==> src/fragment_reassembler_top_assert.svh <==
// Assertion macros for the fragment reassembler.
// Each macro expands to a labeled concurrent assertion in simulation
// and to nothing in synthesis.
`ifndef FRAGMENT_REASSEMBLER_TOP_ASSERT_SVH
`define FRAGMENT_REASSEMBLER_TOP_ASSERT_SVH

`ifndef SYNTHESIS

// Same-cycle implication, checked out of reset.
`define FR_ASSERT_IMPLY(label, clk, rst_n, ante, cons, msg) \
  label: assert property (@(posedge clk) disable iff (!rst_n) (ante) |-> (cons)) \
    else $error(msg);

// Next-cycle implication, checked out of reset.
`define FR_ASSERT_NEXT(label, clk, rst_n, ante, cons, msg) \
  label: assert property (@(posedge clk) disable iff (!rst_n) (ante) |=> (cons)) \
    else $error(msg);

`else

`define FR_ASSERT_IMPLY(label, clk, rst_n, ante, cons, msg)
`define FR_ASSERT_NEXT(label, clk, rst_n, ante, cons, msg)

`endif

`endif

==> src/fr_pkg.sv <==
package fr_pkg;

  localparam logic [7:0] HEADER_MARK = 8'h83;

  localparam logic [1:0] KIND_PAYLOAD = 2'd0;
  localparam logic [1:0] KIND_EMPTY   = 2'd1;
  localparam logic [1:0] KIND_ABANDON = 2'd2;

  typedef enum logic [1:0] {
    MODE_IDLE    = 2'd0,
    MODE_HEADER  = 2'd1,
    MODE_PAYLOAD = 2'd2,
    MODE_WAIT    = 2'd3
  } mode_t;

  typedef struct packed {
    logic [7:0] data;
    logic       first_of_packet;
    logic       last_of_packet;
  } in_item_t;

  typedef struct packed {
    logic [1:0]  kind;
    logic [7:0]  payload;
    logic [15:0] byte_index;
    logic        message_last;
  } out_item_t;

endpackage

==> src/fr_in_reg.sv <==
// Input register: holds one accepted byte until the engine consumes it.
module fr_in_reg (
  input  logic            clk,
  input  logic            rst_n,
  input  logic            in_valid,
  output logic            in_ready,
  input  fr_pkg::in_item_t in_item,
  input  logic            advance,
  output logic            s1_valid,
  output fr_pkg::in_item_t s1_item
);

  logic             valid_r;
  logic             valid_nxt;
  fr_pkg::in_item_t item_r;

  assign in_ready  = !valid_r || advance;
  assign valid_nxt = (in_valid && in_ready) ? 1'b1 : (advance ? 1'b0 : valid_r);

  always_ff @(posedge clk) begin
    if (!rst_n) begin
      valid_r <= 1'b0;
    end else begin
      valid_r <= valid_nxt;
    end
  end

  always_ff @(posedge clk) begin
    if (in_valid && in_ready) begin
      item_r <= in_item;
    end
  end

  assign s1_valid = valid_r;
  assign s1_item  = item_r;

endmodule

==> src/fr_engine.sv <==
// Per-byte reassembly state and result decode.
`include "fragment_reassembler_top_assert.svh"

module fr_engine (
  input  logic              clk,
  input  logic              rst_n,
  input  logic              step,
  input  fr_pkg::in_item_t  item,
  output logic              res_valid,
  output fr_pkg::out_item_t res_item
);

  fr_pkg::mode_t mode_r, mode_nxt;
  logic [1:0]    pos_r, pos_nxt;
  logic [15:0]   len_r, len_nxt;
  logic [15:0]   cnt_r, cnt_nxt;
  logic [7:0]    slot_r, slot_nxt;

  logic        in_msg;
  logic        slot_match;
  logic [15:0] len_full;
  logic [15:0] cnt_inc;
  logic        done;

  assign in_msg     = (mode_r == fr_pkg::MODE_PAYLOAD) || (mode_r == fr_pkg::MODE_WAIT);
  assign slot_match = (item.data == slot_r);
  assign len_full   = {len_r[15:8], item.data};
  assign cnt_inc    = cnt_r + 16'd1;
  assign done       = (cnt_inc == len_r);

  // Next state
  always_comb begin
    mode_nxt = mode_r;
    pos_nxt  = pos_r;
    len_nxt  = len_r;
    cnt_nxt  = cnt_r;
    slot_nxt = slot_r;
    if (item.first_of_packet) begin
      if (in_msg && slot_match) begin
        mode_nxt = fr_pkg::MODE_PAYLOAD;
        slot_nxt = slot_r + 8'd1;
      end else if (item.data == fr_pkg::HEADER_MARK) begin
        mode_nxt = fr_pkg::MODE_HEADER;
        len_nxt  = '0;
        cnt_nxt  = '0;
      end else begin
        mode_nxt = fr_pkg::MODE_IDLE;
      end
      pos_nxt = 2'd1;
    end else begin
      case (mode_r)
        fr_pkg::MODE_HEADER: begin
          if (pos_r == 2'd1) begin
            len_nxt = {item.data, 8'h00};
          end else begin
            len_nxt  = len_full;
            cnt_nxt  = '0;
            slot_nxt = '0;
            mode_nxt = (len_full == 16'd0) ? fr_pkg::MODE_IDLE : fr_pkg::MODE_PAYLOAD;
          end
        end
        fr_pkg::MODE_PAYLOAD: begin
          cnt_nxt = cnt_inc;
          if (done) begin
            mode_nxt = fr_pkg::MODE_IDLE;
          end
        end
        default: begin
        end
      endcase
      if (pos_r != 2'd3) begin
        pos_nxt = pos_r + 2'd1;
      end
    end
    if (item.last_of_packet) begin
      if (mode_nxt == fr_pkg::MODE_HEADER) begin
        mode_nxt = fr_pkg::MODE_IDLE;
      end else if (mode_nxt == fr_pkg::MODE_PAYLOAD) begin
        mode_nxt = fr_pkg::MODE_WAIT;
      end
      pos_nxt = 2'd0;
    end
  end

  // Result decode
  always_comb begin
    res_valid = 1'b0;
    res_item  = '0;
    if (item.first_of_packet) begin
      if (in_msg && !slot_match) begin
        res_valid     = 1'b1;
        res_item.kind = fr_pkg::KIND_ABANDON;
      end
    end else begin
      case (mode_r)
        fr_pkg::MODE_HEADER: begin
          if (pos_r != 2'd1 && len_full == 16'd0) begin
            res_valid     = 1'b1;
            res_item.kind = fr_pkg::KIND_EMPTY;
          end
        end
        fr_pkg::MODE_PAYLOAD: begin
          res_valid             = 1'b1;
          res_item.kind         = fr_pkg::KIND_PAYLOAD;
          res_item.payload      = item.data;
          res_item.byte_index   = cnt_r;
          res_item.message_last = done;
        end
        default: begin
        end
      endcase
    end
  end

  always_ff @(posedge clk) begin
    if (!rst_n) begin
      mode_r <= fr_pkg::MODE_IDLE;
      pos_r  <= '0;
      len_r  <= '0;
      cnt_r  <= '0;
      slot_r <= '0;
    end else if (step) begin
      mode_r <= mode_nxt;
      pos_r  <= pos_nxt;
      len_r  <= len_nxt;
      cnt_r  <= cnt_nxt;
      slot_r <= slot_nxt;
    end
  end

  // A live message always has room left before its declared length.
  `FR_ASSERT_IMPLY(a_cnt_below_len, clk, rst_n, in_msg, cnt_r < len_r, "count reached length in message")
  // Header parsing only ever sits between the marker and the low length byte.
  `FR_ASSERT_IMPLY(a_hdr_pos, clk, rst_n, mode_r == fr_pkg::MODE_HEADER, pos_r == 2'd1 || pos_r == 2'd2, "header at bad byte position")
  // A payload result only comes out of payload mode on a non-first byte.
  `FR_ASSERT_IMPLY(a_payload_src, clk, rst_n, res_valid && res_item.kind == fr_pkg::KIND_PAYLOAD, mode_r == fr_pkg::MODE_PAYLOAD && !item.first_of_packet, "payload result outside payload mode")

endmodule

==> src/fr_out_reg.sv <==
// Result register: holds one result transaction until the consumer takes it.
module fr_out_reg (
  input  logic              clk,
  input  logic              rst_n,
  input  logic              load,
  input  fr_pkg::out_item_t res_item,
  output logic              slot_free,
  input  logic              out_ready,
  output logic              out_valid,
  output fr_pkg::out_item_t out_item
);

  logic              valid_r;
  logic              valid_nxt;
  fr_pkg::out_item_t item_r;

  assign slot_free = !valid_r || out_ready;
  assign valid_nxt = load ? 1'b1 : (out_ready ? 1'b0 : valid_r);

  always_ff @(posedge clk) begin
    if (!rst_n) begin
      valid_r <= 1'b0;
    end else begin
      valid_r <= valid_nxt;
    end
  end

  always_ff @(posedge clk) begin
    if (load) begin
      item_r <= res_item;
    end
  end

  assign out_valid = valid_r;
  assign out_item  = item_r;

endmodule

==> src/fragment_reassembler_top.sv <==
// Fragment reassembler: one link byte per transaction in, at most one result out.
// A byte waits in the input register; the engine is combinational; its result is held in the result register.
// Throughput: 1 byte per cycle while out_ready is high; the state update is a single pass.
// Reset: synchronous active-low rst_n empties both registers and returns to idle.
// The result register frees and reloads in the same cycle, so there is no bubble.
module fragment_reassembler_top (
  input  logic              clk,
  input  logic              rst_n,
  input  logic              in_valid,
  output logic              in_ready,
  input  fr_pkg::in_item_t  in_item,
  output logic              out_valid,
  input  logic              out_ready,
  output fr_pkg::out_item_t out_item
);

  logic              s1_valid;
  fr_pkg::in_item_t  s1_item;
  logic              slot_free;
  logic              advance;
  logic              res_valid;
  fr_pkg::out_item_t res_item;

  // The held byte moves through the engine once the result register can take
  // whatever it produces; bytes with no result still wait for that slot.
  assign advance = s1_valid && slot_free;

  fr_in_reg u_in_reg (
    .clk      (clk),
    .rst_n    (rst_n),
    .in_valid (in_valid),
    .in_ready (in_ready),
    .in_item  (in_item),
    .advance  (advance),
    .s1_valid (s1_valid),
    .s1_item  (s1_item)
  );

  // Packet parsing, slot tracking and the payload counter live here.
  fr_engine u_engine (
    .clk       (clk),
    .rst_n     (rst_n),
    .step      (advance),
    .item      (s1_item),
    .res_valid (res_valid),
    .res_item  (res_item)
  );

  fr_out_reg u_out_reg (
    .clk       (clk),
    .rst_n     (rst_n),
    .load      (advance && res_valid),
    .res_item  (res_item),
    .slot_free (slot_free),
    .out_ready (out_ready),
    .out_valid (out_valid),
    .out_item  (out_item)
  );

endmodule
==> config.mk <==
export PLATFORM = sky130hd
export DESIGN_NAME = fragment_reassembler_top
export DESIGN_NICKNAME = d
export VERILOG_FILES = /design/src/fr_pkg.sv /design/src/fr_in_reg.sv /design/src/fr_engine.sv /design/src/fr_out_reg.sv /design/src/fragment_reassembler_top.sv
export VERILOG_INCLUDE_DIRS = /design/src /design/src/src
export SDC_FILE = /design/constraint.sdc
export NUM_CORES = 1
export LEC_CHECK = 0
export ABC_CLOCK_PERIOD_IN_PS = 3600
export BUFFER_PORTS_ARGS = -buffer_cell sky130_fd_sc_hd__buf_2
export CELL_PAD_IN_SITES_DETAIL_PLACEMENT = 2
export CELL_PAD_IN_SITES_GLOBAL_PLACEMENT = 2
export CORE_AREA = 4 4 110 112
export DETAILED_ROUTE_END_ITERATION = 16
export DIE_AREA = 0 0 114 116
export HOLD_SLACK_MARGIN = 0.08
export PLACE_DENSITY = 0.88
export SYNTH_ARGS = -nofsm -noshare
export SYNTH_HDL_FRONTEND = slang
export SYNTH_SLANG_ARGS = --single-unit
==> constraint.sdc <==
create_clock -name clk -period 3.6 [get_ports clk]
set_clock_uncertainty 0.1 [all_clocks]
set_input_delay 0.72 -clock clk [delete_from_list [all_inputs] [get_ports clk]]
set_output_delay 0.72 -clock clk [all_outputs]
set_load 0.01 [all_outputs]
==> results_dict.tcl <==
set metrics [dict create \
    place_congestion 0.887 \
    wirelength_mm 12.3 \
    synthAdderAreaFrac_pct 2.09 \
    max_freq_ghz 0.346 \
    drtAntennaViolNets 0 \
    num_io_pins 43 \
    synth_top_area_share_pct 26.5 \
    netlist_instances 422 \
    ctsRootBufferMaster "clkbuf_16" \
    worst-setup-path-type "flip-flop to flip-flop" \
    die-area_um2 13200 \
    drc 0 \
    synth-compound-area-share_pct 15.3 \
    period_share_pct 80.3 \
    cts_tree "done" \
    power.leakage_nw 1.78 \
    cts_inserted_buffers 9 \
    h-tree-depth 3 \
    synth_top_family_by_area "simple AND/OR/NAND/NOR gates" \
    postCtsSetupBuffers 0 \
    drt_iter0_drc 123 \
    syn_avg_cell_area_um2 9.93 \
    yosysWarnings 0 \
    cp_data_required_time_ns 3.52 \
    seq_area_frac_synth_pct 48.5 \
    ys_seq_elements 83 \
    port_buffers 42 \
    hold_end "u_engine.len_r[5]$_SDFFE_PN0P_" \
    grt_pass1_wl_mm 20.3 \
    synthXorXnorAreaFrac_pct 7.74 \
    hold_violations 0 \
    critical_path.max_fanout 17 \
    clock-sinks 83 \
    viasPerCell 5.65 \
    fin_crit_ns 2.89 \
    grt_usage_pct 19.7 \
    worstReg2RegStart "u_in_reg.s1_item[8]$_DFFE_PP_" \
    synth_top_area_cell "edfxtp_1" \
    synth_cell_types 60 \
    dpl.hpwl_mm 8.80 \
    min-delay-path-class "flip-flop to flip-flop" \
    startpoint_type "flip-flop" \
    setup_viol 0 \
    clk_pin_slew_ns 0.06 \
    die_w_um 114 \
    cts_resized 0 \
    netlist_area_um2 4190 \
    insertion_delay_ns 0.34 \
    vdd_drop_max_uv 203 \
    status "completed" \
    rsz0062_at_grt "false" \
    r2r_end "u_out_reg.out_item[10]$_SDFFCE_PP0P_" \
    tns_ns 0 \
    worstPathArrival_ns 2.81 \
    holdPathStages 2 \
    ys.flop_type "dfxtp_1" \
    fill_cells 1216 \
    critPathCaptureType "flip-flop" \
    postCtsHoldBufs 0 \
    grt_overflow 0 \
    grt_max_degree 30 \
    ff2ff_setup_slack_ns 0.71 \
    final_nets 484 \
    firstDrtPassIters 4 \
    clock_path_buffers 2 \
    initial_core_util_pct 37.3 \
    slew_headroom_pct 44.2 \
    cap_violations 0 \
    drive_gt1_share_pct 19.5 \
    yosys-mux-area-fraction_pct 0.777 \
    num_antenna_cells 0 \
    hp-start "u_engine.len_r[5]$_SDFFE_PN0P_" \
    syn2layout_area_growth_pct 15.1 \
    slew_viol_final 0 \
    synthTopCellsByArea "edfxtp_1 27%, dfxtp_1 22%, xnor2_1 5.4%" \
    tightest_slew_ns 0.837 \
    die_y_um 116 \
    synth_edf_count 37 \
    synth_nets 443 \
    yosys.area_share.simple_pct 22.3 \
    p_per_area_nw_per_um2 420 \
    vias 3438 \
    whs_ns 0.375 \
    rows 39 \
    core_area_um2 11200 \
    antenna_found_initial 0 \
    grt_pass1_vias 3737 \
    reg2reg_depth 6 \
    async_flop_share_pct 0 \
    routedWlPerCell_um 20.1 \
]
==> sequential cells by signal, indices dropped and copies added, names as in the netlist <==
signal / flops
u_out_reg.out_item: 27
u_engine.cnt_r: 16
u_engine.len_r: 16
u_in_reg.s1_item: 10
u_engine.slot_r: 8
u_engine.mode_r: 2
u_engine.pos_r: 2
u_in_reg.s1_valid: 1
u_out_reg.out_valid: 1
==> worst max-delay path: stages, from the launching register on <==
cell      delay [ns]
edfxtp_1        0.49
or4_4           0.58
nor2_1          0.15
and4_1          0.25
o21ba_1         0.14
o21a_1          0.47
buf_4           0.38
==> power by group <==
| group | internal [W] | switching (W) |
|---|---|---|
| registers | 0.000995 | 0.0000218 |
| logic | 0.0000357 | 0.0000720 |
| clock network | 0.000546 | 0.000357 |
| total | 0.00158 | 0.000451 |
==> synthesized netlist by cell type, drive strengths merged, types with 8 or more instances <==
| library cell | instances |
|---|---|
| xnor2 | 26 |
| buf | 10 |
| dfxtp | 46 |
| edfxtp | 37 |
| a31oi | 19 |
| nor3 | 11 |
| and2 | 31 |
| xor2 | 11 |
| clkbuf | 10 |
| o21ai | 21 |
| a32o | 8 |
| nand3 | 20 |
| a21oi | 13 |
| nor2 | 40 |
| nand2 | 35 |
| inv | 9 |
==> final cells by class <==
class	instances	area (um^2)	area share [%]
clock inverters	3	40.0	0.830
well taps	143	179	3.71
flip-flops and latches	83	2030	42.1
multi-input cells	309	2020	41.9
clock buffers	11	243	5.03
inverters	10	37.5	0.778
repair buffers	50	270	5.60
==> cell families after synthesis <==
kind of cell / Yosys count
and+or+nand+nor: 173
AOI/OAI and AO/OA: 89
DFF: 83
xor gates and xnor gates: 37
buffers and inverters: 30
adders and majority gates: 7
muxes: 3
==> worst max-delay path by stage <==
stage | cells past startpoint | slack, ns | to | from
final | 6 | 0.71 | u_out_reg.out_item[10]$_SDFFCE_PP0P_ | u_in_reg.s1_item[8]$_DFFE_PP_
after global routing | 6 | 0.56 | u_out_reg.out_item[11]$_SDFFCE_PP0P_ | u_in_reg.s1_item[8]$_DFFE_PP_
after CTS | 6 | 0.70 | u_out_reg.out_item[10]$_SDFFCE_PP0P_ | u_in_reg.s1_item[8]$_DFFE_PP_
after detailed placement | 6 | 0.66 | u_out_reg.out_item[13]$_SDFFCE_PP0P_ | u_in_reg.s1_item[7]$_DFFE_PP_
after global placement | 6 | 0.93 | u_out_reg.out_item[15]$_SDFFCE_PP0P_ | u_in_reg.s1_item[7]$_DFFE_PP_
after floorplan | 5 | 1.03 | u_out_reg.out_item[0]$_SDFFCE_PP0P_ | u_in_reg.s1_item[7]$_DFFE_PP_
==> metal layers <==
metal / part of all wire, % / track usage, %
met5: 0 / 0
met4: 2.5 / 7.05
met3: 3.1 / 3.03
met2: 52 / 35.5
met1: 42 / 23.8
==> through the flow <==
stage	instances	power [W]	worst slack (ns)	instance area (um^2)	util [%]
global placement	595	0.00114	0.927	4540	40.5
floorplan	422	0.00110	1.03	4190	-
global route	609	0.00210	0.561	4820	43.0
finish	609	0.00203	0.710	4820	43.0
CTS	609	0.00204	0.698	4820	43.0
detailed placement	595	0.00114	0.660	4540	40.5
==> layout by cell type (no fill, tap or decap), drive strengths merged, types with 4 or more instances in the layout <==
| cell type | count |
|---|---|
| nor3 | 11 |
| a31oi | 19 |
| nand2b | 5 |
| edfxtp | 37 |
| o21ai | 21 |
| a32o | 8 |
| buf | 50 |
| xor2 | 11 |
| a21o | 4 |
| nand2 | 35 |
| and2 | 31 |
| a21oi | 13 |
| inv | 9 |
| nor4 | 7 |
| xnor2 | 26 |
| nor2 | 40 |
| clkbuf | 11 |
| dfxtp | 46 |
| nand4 | 6 |
| ha | 7 |
| nand3 | 20 |
| or4 | 7 |
(Power assumes the default switching activity.)
